`src/rtl/assert_macros.svh`:
```
// Assertion macros shared by the RTL of the frame filter.
// Expects a clock named clk and an active-low reset named arst_n in scope.
`ifndef ASSERT_MACROS_SVH
`define ASSERT_MACROS_SVH

// Property checked at every rising edge of clk, held off during reset.
`define ASSERT_AT_CLK(lbl, prop, msg) \
	lbl: assert property (@(posedge clk) disable iff (!arst_n) (prop)) else $error(msg);

// Condition that must never be true at a rising edge of clk outside reset.
`define ASSERT_NEVER(lbl, cond, msg) \
	lbl: assert property (@(posedge clk) disable iff (!arst_n) !(cond)) else $error(msg);

`endif

```
`src/rtl/rfd_pkg.sv`:
```
// Types and constants for the receive frame filter with duplicate suppression.
// No dependencies.
package rfd_pkg;

	localparam int SOURCE_COUNT = 8;
	localparam int MAX_PAYLOAD  = 102;
	localparam int SRC_W        = (SOURCE_COUNT > 1) ? $clog2(SOURCE_COUNT) : 1;

	localparam int HDR_BYTES = 9;
	localparam int FCS_BYTES = 2;
	localparam int MIN_LEN   = HDR_BYTES + FCS_BYTES;
	localparam int MAX_LEN   = MIN_LEN + MAX_PAYLOAD;

	// byte positions within the frame, the length byte being position 0
	localparam logic [6:0] POS_FC_LO  = 7'd1;
	localparam logic [6:0] POS_FC_HI  = 7'd2;
	localparam logic [6:0] POS_SEQ    = 7'd3;
	localparam logic [6:0] POS_SRC_LO = 7'd8;
	localparam logic [6:0] POS_SRC_HI = 7'd9;

	localparam logic [2:0] ST_DATA    = 3'd0;
	localparam logic [2:0] ST_BAD_FC  = 3'd1;
	localparam logic [2:0] ST_BAD_LEN = 3'd2;
	localparam logic [2:0] ST_BAD_SRC = 3'd3;
	localparam logic [2:0] ST_DUP     = 3'd4;

	typedef enum logic [2:0] {
		MODE_IDLE    = 3'b001,
		MODE_HEADER  = 3'b010,
		MODE_PAYLOAD = 3'b100
	} mode_t;

	typedef struct packed {
		logic [7:0] rx_byte;
		logic       frame_start;
	} in_word_t;

	typedef struct packed {
		logic [7:0] out_byte;
		logic [2:0] out_status;
		logic       out_last;
	} out_word_t;

endpackage

```
`src/rtl/radio_rx_frame_filter_dedup_top.sv`:
```
// Top level of the 802.15.4 receive frame filter with per-source duplicate drop.
// Depends on rfd_pkg and assert_macros.svh.

// Takes one received byte per word, the length byte first (frame_start set),
// checks frame control, length (11 to 11 + MAX_PAYLOAD) and source (below
// SOURCE_COUNT), and drops a sequence number repeated from the same source.
// An accepted frame gives the source index and then its payload bytes, the last
// one marked; a rejected frame gives one status word with out_last set. Each
// byte passes through the input register and then the result register, and
// one byte is taken every cycle; the result register only holds off input
// when it is full and stalled and the byte in the input register would
// produce a word.
module radio_rx_frame_filter_dedup_top (
	input  logic              clk,
	input  logic              arst_n,
	input  logic              frame_valid,
	output logic              frame_stall,
	input  rfd_pkg::in_word_t  frame_word,
	output logic              result_valid,
	input  logic              result_stall,
	output rfd_pkg::out_word_t result_word
);

	`include "assert_macros.svh"

	logic               valid_s1;
	rfd_pkg::in_word_t  word_s1;

	rfd_pkg::mode_t mode_q, mode_d;
	logic [6:0] pos_q, pos_d;
	logic [7:0] len_q, len_d;
	logic [7:0] fc_lo_q, fc_lo_d;
	logic [7:0] seq_q, seq_d;
	logic [7:0] src_lo_q, src_lo_d;

	logic [rfd_pkg::SOURCE_COUNT-1:0] seen_valid_q;
	logic [7:0]                       seen_seq_q [rfd_pkg::SOURCE_COUNT];

	logic                    res_want;
	rfd_pkg::out_word_t      res_d;
	rfd_pkg::out_word_t      res_q;
	logic                    res_valid_q;
	logic                    seen_we;
	logic [15:0]             src_full;
	logic [rfd_pkg::SRC_W-1:0] src_idx;
	logic                    go_s1;
	logic                    step_s1;
	logic                    res_load;

	function automatic logic fc_ok(input logic [7:0] lo, input logic [7:0] hi);
		fc_ok = (lo[2:0] == 3'b001) && !lo[3] && lo[6] &&
		        (hi[3:2] == 2'b10) && (hi[7:6] == 2'b10);
	endfunction

	assign src_full = {word_s1.rx_byte, src_lo_q};
	assign src_idx  = src_full[rfd_pkg::SRC_W-1:0];

	always_comb begin
		mode_d   = mode_q;
		pos_d    = pos_q;
		len_d    = len_q;
		fc_lo_d  = fc_lo_q;
		seq_d    = seq_q;
		src_lo_d = src_lo_q;
		res_want = 1'b0;
		res_d    = '0;
		seen_we  = 1'b0;
		if (word_s1.frame_start) begin
			len_d  = word_s1.rx_byte;
			pos_d  = 7'd1;
			mode_d = rfd_pkg::MODE_HEADER;
		end else if (mode_q != rfd_pkg::MODE_IDLE) begin
			pos_d = pos_q + 7'd1;
			if (mode_q == rfd_pkg::MODE_HEADER) begin
				case (pos_q)
					rfd_pkg::POS_FC_LO: fc_lo_d = word_s1.rx_byte;
					rfd_pkg::POS_FC_HI: begin
						if (!fc_ok(fc_lo_q, word_s1.rx_byte)) begin
							res_want   = 1'b1;
							res_d.out_status = rfd_pkg::ST_BAD_FC;
							res_d.out_last   = 1'b1;
							mode_d     = rfd_pkg::MODE_IDLE;
						end else if (len_q < 8'(rfd_pkg::MIN_LEN) ||
						             len_q > 8'(rfd_pkg::MAX_LEN)) begin
							res_want   = 1'b1;
							res_d.out_status = rfd_pkg::ST_BAD_LEN;
							res_d.out_last   = 1'b1;
							mode_d     = rfd_pkg::MODE_IDLE;
						end
					end
					rfd_pkg::POS_SEQ:    seq_d = word_s1.rx_byte;
					rfd_pkg::POS_SRC_LO: src_lo_d = word_s1.rx_byte;
					rfd_pkg::POS_SRC_HI: begin
						res_want       = 1'b1;
						res_d.out_last = 1'b1;
						mode_d         = rfd_pkg::MODE_IDLE;
						if (src_full >= 16'(rfd_pkg::SOURCE_COUNT)) begin
							res_d.out_status = rfd_pkg::ST_BAD_SRC;
						end else if (seen_valid_q[src_idx] && seen_seq_q[src_idx] == seq_q) begin
							res_d.out_status = rfd_pkg::ST_DUP;
						end else begin
							seen_we          = 1'b1;
							res_d.out_byte   = 8'(src_idx);
							res_d.out_status = rfd_pkg::ST_DATA;
							// empty payload: the source index closes the frame
							if (len_q != 8'(rfd_pkg::MIN_LEN)) begin
								res_d.out_last = 1'b0;
								mode_d         = rfd_pkg::MODE_PAYLOAD;
							end
						end
					end
					default: ;
				endcase
			end else begin
				res_want         = 1'b1;
				res_d.out_byte   = word_s1.rx_byte;
				res_d.out_status = rfd_pkg::ST_DATA;
				// last payload byte sits two before the end (checksum follows)
				if ((8'(pos_q) + 8'(rfd_pkg::FCS_BYTES)) >= len_q) begin
					res_d.out_last = 1'b1;
					mode_d         = rfd_pkg::MODE_IDLE;
				end
			end
		end
	end

	assign go_s1       = !res_want || !res_valid_q || !result_stall;
	assign step_s1     = valid_s1 && go_s1;
	assign res_load    = step_s1 && res_want;
	assign frame_stall = valid_s1 && !go_s1;

	always_ff @(posedge clk or negedge arst_n) begin
		if (!arst_n) begin
			valid_s1 <= 1'b0;
		end else if (frame_valid && !frame_stall) begin
			valid_s1 <= 1'b1;
		end else if (go_s1) begin
			valid_s1 <= 1'b0;
		end
	end

	always_ff @(posedge clk) begin
		if (frame_valid && !frame_stall) begin
			word_s1 <= frame_word;
		end
	end

	always_ff @(posedge clk or negedge arst_n) begin
		if (!arst_n) begin
			mode_q       <= rfd_pkg::MODE_IDLE;
			pos_q        <= '0;
			len_q        <= '0;
			fc_lo_q      <= '0;
			seq_q        <= '0;
			src_lo_q     <= '0;
			seen_valid_q <= '0;
		end else if (step_s1) begin
			mode_q   <= mode_d;
			pos_q    <= pos_d;
			len_q    <= len_d;
			fc_lo_q  <= fc_lo_d;
			seq_q    <= seq_d;
			src_lo_q <= src_lo_d;
			if (seen_we) begin
				seen_valid_q[src_idx] <= 1'b1;
			end
		end
	end

	always_ff @(posedge clk) begin
		if (step_s1 && seen_we) begin
			seen_seq_q[src_idx] <= seq_q;
		end
	end

	always_ff @(posedge clk or negedge arst_n) begin
		if (!arst_n) begin
			res_valid_q <= 1'b0;
		end else if (res_load) begin
			res_valid_q <= 1'b1;
		end else if (!result_stall) begin
			res_valid_q <= 1'b0;
		end
	end

	always_ff @(posedge clk) begin
		if (res_load) begin
			res_q <= res_d;
		end
	end

	assign result_valid = res_valid_q;
	assign result_word  = res_q;

	`ASSERT_AT_CLK(a_reject_shape, res_valid_q && res_q.out_status != rfd_pkg::ST_DATA |-> res_q.out_byte == 8'd0 && res_q.out_last, "reject word must carry byte 0 and last")
	`ASSERT_AT_CLK(a_last_goes_idle, res_load && res_d.out_last |=> mode_q == rfd_pkg::MODE_IDLE, "frame end must leave the filter idle")
	`ASSERT_NEVER(a_stall_empty, frame_stall && !valid_s1, "input stalled with empty input register")
	`ASSERT_AT_CLK(a_held_word, res_valid_q && result_stall |=> res_valid_q && $stable(res_q), "stalled result word changed")

endmodule
```
`config.mk`:
```
export PLATFORM = sky130hd
export DESIGN_NAME = radio_rx_frame_filter_dedup_top
export DESIGN_NICKNAME = d
export VERILOG_FILES = /design/src/rtl/rfd_pkg.sv /design/src/rtl/radio_rx_frame_filter_dedup_top.sv
export VERILOG_INCLUDE_DIRS = /design/src /design/src/rtl
export SDC_FILE = /design/constraint.sdc
export NUM_CORES = 1
export LEC_CHECK = 0
export ABC_CLOCK_PERIOD_IN_PS = 3200
export CAP_MARGIN = 20
export CORE_MARGIN = 1.5
export CORE_UTILIZATION = 57
export DETAILED_ROUTE_END_ITERATION = 16
export DONT_BUFFER_PORTS = 1
export PLACE_DENSITY_LB_ADDON = 0.12
export SLEW_MARGIN = 15
export SYNTH_ARGS = -nofsm -noshare
export SYNTH_HDL_FRONTEND = slang
export SYNTH_SLANG_ARGS = --single-unit
export TNS_END_PERCENT = 1
```
`constraint.sdc`:
```
create_clock -name clk -period 3.2 [get_ports clk]
set_input_delay 0.48 -clock clk [delete_from_list [all_inputs] [get_ports clk]]
set_output_delay 0.48 -clock clk [all_outputs]
set_load 0.005 [all_outputs]
```
==> key figures <==
Run status
  – Run status: finished, final reports clean

GRT
  – GRT overflow: 0
  – First-pass GRT wire length: 22600 um
  – Largest net degree at the start of global routing: 50
  – GRT Resource Usage Total: 0.279
  – Initial antenna violation count: 0
  – Vias in the first global route: 4035

Detailed routing
  – Vias per cell: roughly 6.1
  – Drt first pass iters: 5
  – DRC Markers: 0
  – Via count: 4036
  – ANT nets after route: 0
  – Post-DR wirelength/cell: 22.0 um
  – DRT Wirelength: between 10000 and 15000 um
  – Iter 0 DRT Violations: 325

Worst hold path
  – Type of the most critical hold path: in -> reg
  – Hold Path Cell Cnt: 0
  – Worst hold start: frame_word[5]

Timing
  – Slew @ Worst Pin: 742 ps
  – Final setup viols: 0
  – Slew margin rel.: 0.501
  – Tcrit/Tclk final: 0.946
  – Final setup TNS: 0 ps
  – Clock period minus final worst setup slack: 3030 ps
  – Final Max Tran Viols: 0
  – RSZ-0062 raised after global routing: false
  – Worst setup margin: 172 ps
  – Final Hold Viols: 0
  – Skew final: between 8 and 9 ps
  – Highest Clock Rate: approximately 0.33 GHz

Floorplan
  – Rows: 37
  – Total core area: 10300 sq um
  – Die Ht: 106 um
  – Initial core utilization: 0.587
  – # IOs: 27
  – Die Area: 11300 sq um
  – Die X: 106 um

Power and ir drop
  – Sequential Power Share: 0.438
  – Switching power: 1.43 mW
  – Switching Share: 0.273
  – P_leak: 2.86 nW
  – Combinational power share: 0.176
  – Clock Power Share: 0.385
  – Pint: 3.81 mW
  – Maximum vdd ir drop: 0.673 mV
  – PD cells: 719 nW/um^2

Clock network
  – Number of CTS-inserted buffers: 17
  – Worst-Skew Late Latency: 540 ps
  – CTS max path bufs: 2
  – Root Buffer: clkbuf_8
  – H-tree Lvls: 4
  – Num Clock Sinks: between 100 and 150
  – Clock-pin slew on the worst setup and hold paths: 60 ps
  – CTS tree: done

Placement
  – Worst slack at placement: -134 ps
  – HPWL after DPL: 9790 um
  – Post-Place Cell Area: around 6600 sq um
  – RePlAce Congestion: just over 0.9
  – Number of port buffers: 0

Layout
  – Share of layout cells above drive strength 1: 0.255
  – Layout area overhead: 20.2%
  – Final Net Count: between 500 and 600
  – Fin area: 7280 sq um
  – # diodes: 0

Setup path
  – Worst path required time: 2720 ps
  – CP peak stage delay: 470 ps
  – Reg2Reg Setup Slack: between 150 and 200 ps
  – CP endpoint kind: output port
  – CP cell instances: nor4_4, and3b_1, o21ai_0, nand4_1, buf_4, nand3_1, inv_1
  – Worst Setup Start Kind: flip-flop
  – WP data arrival: 2550 ps
  – Setup CP Type: reg -> out
  – Origin of the critical flop-to-flop path: pos_q[3]$_DFFE_PN0P_
  – Slowest CP cell: dfrtp_1
  – Worst setup path start: pos_q[2]$_DFFE_PN0P_
  – Worst R2R Path Depth: 10
  – Crit path max fanout: 6

Job
  – Maxcap violations: 0

Synth
  – Average cell area after synthesis: roughly 13 sq um
  – Number of synthesized register bits: 134
  – Syn Nets: 476
  – Number of synthesized flops with an enable pin: 85
  – Mapped Area: 6060 sq um
  – Synth unique cells: 71
  – Synth warnings: 0
  – Post-Syn Instances: 450
  – Post-synthesis sequential area ratio: 0.624
  – Synth Flop Type: edfxtp_1
  – Asr flop ratio synth: 0.366
## worst max-delay path, delay by kind of cell, from the launching register on
family	cells	cell delay, ps
buf+inv	2	280
compound gates	1	160
flops	1	470
simple gates	4	1090
## kinds of logic (layout without fill, tap and decap cells)
kind of cell | Yosys count | in the layout | share of synthesized area
AOI/OAI and AO/OA | 82 | 82 | 0.0994
adders and majority gates | 13 | 13 | 0.0269
muxes | 45 | 45 | 0.0890
DFF | 134 | 134 | 0.624
xor gates and xnor gates | 10 | 10 | 0.0145
and+or+nand+nor | 130 | 130 | 0.119
buffers and inverters | 36 | 108 | 0.0271
## stage by stage
step | hold WS (ps) | cells | util | power [mW]
3_3_place_gp | 185 | 624 | 0.636 | 3.15
5_1_grt | 8.22 | 658 | 0.705 | 5.43
2_1_floorplan | 184 | 450 | - | 2.79
4_1_cts | 10.5 | 658 | 0.702 | 5.23
3_5_place_dp | 186 | 624 | 0.636 | 3.19
6_report | 33.4 | 658 | 0.705 | 5.23
## layout make-up
| cell class | count | area [sq um] |
|---|---|---|
| sequential | 134 | 3780 |
| inverter | 21 | 82.6 |
| tap | 136 | 170 |
| fill | 706 | 3050 |
| timing repair buffer | 55 | 452 |
| clock inverter | 5 | 82.6 |
| clock buffer | 27 | 536 |
| multi-input combinational | 280 | 2170 |
## per-layer routing
layer,vias to the layer above,global-route usage,routed length (um)
met5,-,0,0
met4,0,0.0994,246
met3,28,0.0773,1110
li1,1835,-,-
met2,180,0.411,6520
met1,1993,0.400,6570
## flip-flops by register name, indices dropped and copies added (netlist names)
| signal | cells |
|---|---|
| seen_seq_q | 64 |
| result_word | 12 |
| len_q | 8 |
| seen_valid_q | 8 |
| seq_q | 8 |
| src_full | 8 |
| src_lo_q | 8 |
| pos_q | 7 |
| fc_lo_q | 5 |
| mode_q | 3 |
| result_valid | 1 |
| valid_s1 | 1 |
| word_s1 | 1 |
## Yosys cell counts, types with 3 or more instances
library cell   n  area (sq um)
and2_1         6          37.5
nor2_1        13          48.8
edfxtp_1      85          2550
mux4_2         3          67.6
nand3_1       10          50.1
and3_1         6          37.5
nand2_1       34           128
ha_1          13           163
xor2_1         6          52.6
xnor2_1        4          35.0
nand4_1        6          37.5
mux2i_1       13           130
a22o_1         3          26.3
o21bai_1       4          30.0
o41ai_1        5          43.8
nand2b_1       6          37.5
buf_2          5          25.0
a21oi_1       10          50.1
a21o_1         5          37.5
nor3_1         8          40.0
inv_1         20          75.1
a221oi_1       3          26.3
or3_1          8          50.1
mux2_2        28           315
o21ai_0       18          90.1
nor4_1         9          56.3
nor2b_1        7          43.8
o22ai_1        4          25.0
nand3b_1       3          22.5
clkbuf_1       7          26.3
dfrtp_1       48          1200
## repair_timing
| item | in CTS | in global routing |
|---|---|---|
| hold buffers | 2 | 0 |
| gates resized for setup | 5 | 6 |
| setup endpoints to repair | 40 | 52 |
| setup buffers | 0 | 0 |
| hold endpoints to repair | 49 | 0 |
## final timing paths
path | to
hold / removal | src_full[12]$_DFFE_PP_
setup reg to reg | mode_q[2]$_DFFE_PN0P_
hold reg to reg | seen_valid_q[5]$_DFFE_PN0N_
max in group asynchronous | mode_q[0]$_DFFE_PN1P_
setup / recovery | frame_stall
min in group asynchronous | seen_valid_q[4]$_DFFE_PN0N_
## cell usage in the layout (no fill, tap or decap), drive strengths merged, types with 3 or more instances in the layout
master and count:
mux4 4, clkbuf 27, a22o 3, o21ai 20
buf 54, xor2 6, nor2b 7, o41ai 5
and3 6, mux2 28, edfxtp 85, nor2 13
nand4 8, nor4 10, o21bai 4, xnor2 4
o22ai 4, a21o 5, and2 7, nand3b 3
nand2 34, ha 13, a221oi 3, or3 8
nand3 11, dfrtp 48, nand2b 6, inv 21
nor3 8, mux2i 13, o31ai 3, a21oi 11
## power by group through the flow
stage | sequential, mW | clock [mW] | combinational, mW
after global routing | 2.32 | 2.11 | 0.995
after floorplan | 2.24 | 0 | 0.544
after CTS | 2.29 | 2.04 | 0.905
after global placement | 2.31 | 0 | 0.842
after detailed placement | 2.32 | 0 | 0.865
final | 2.29 | 2.02 | 0.924
Note: power is estimated with default switching activity, not from simulation.
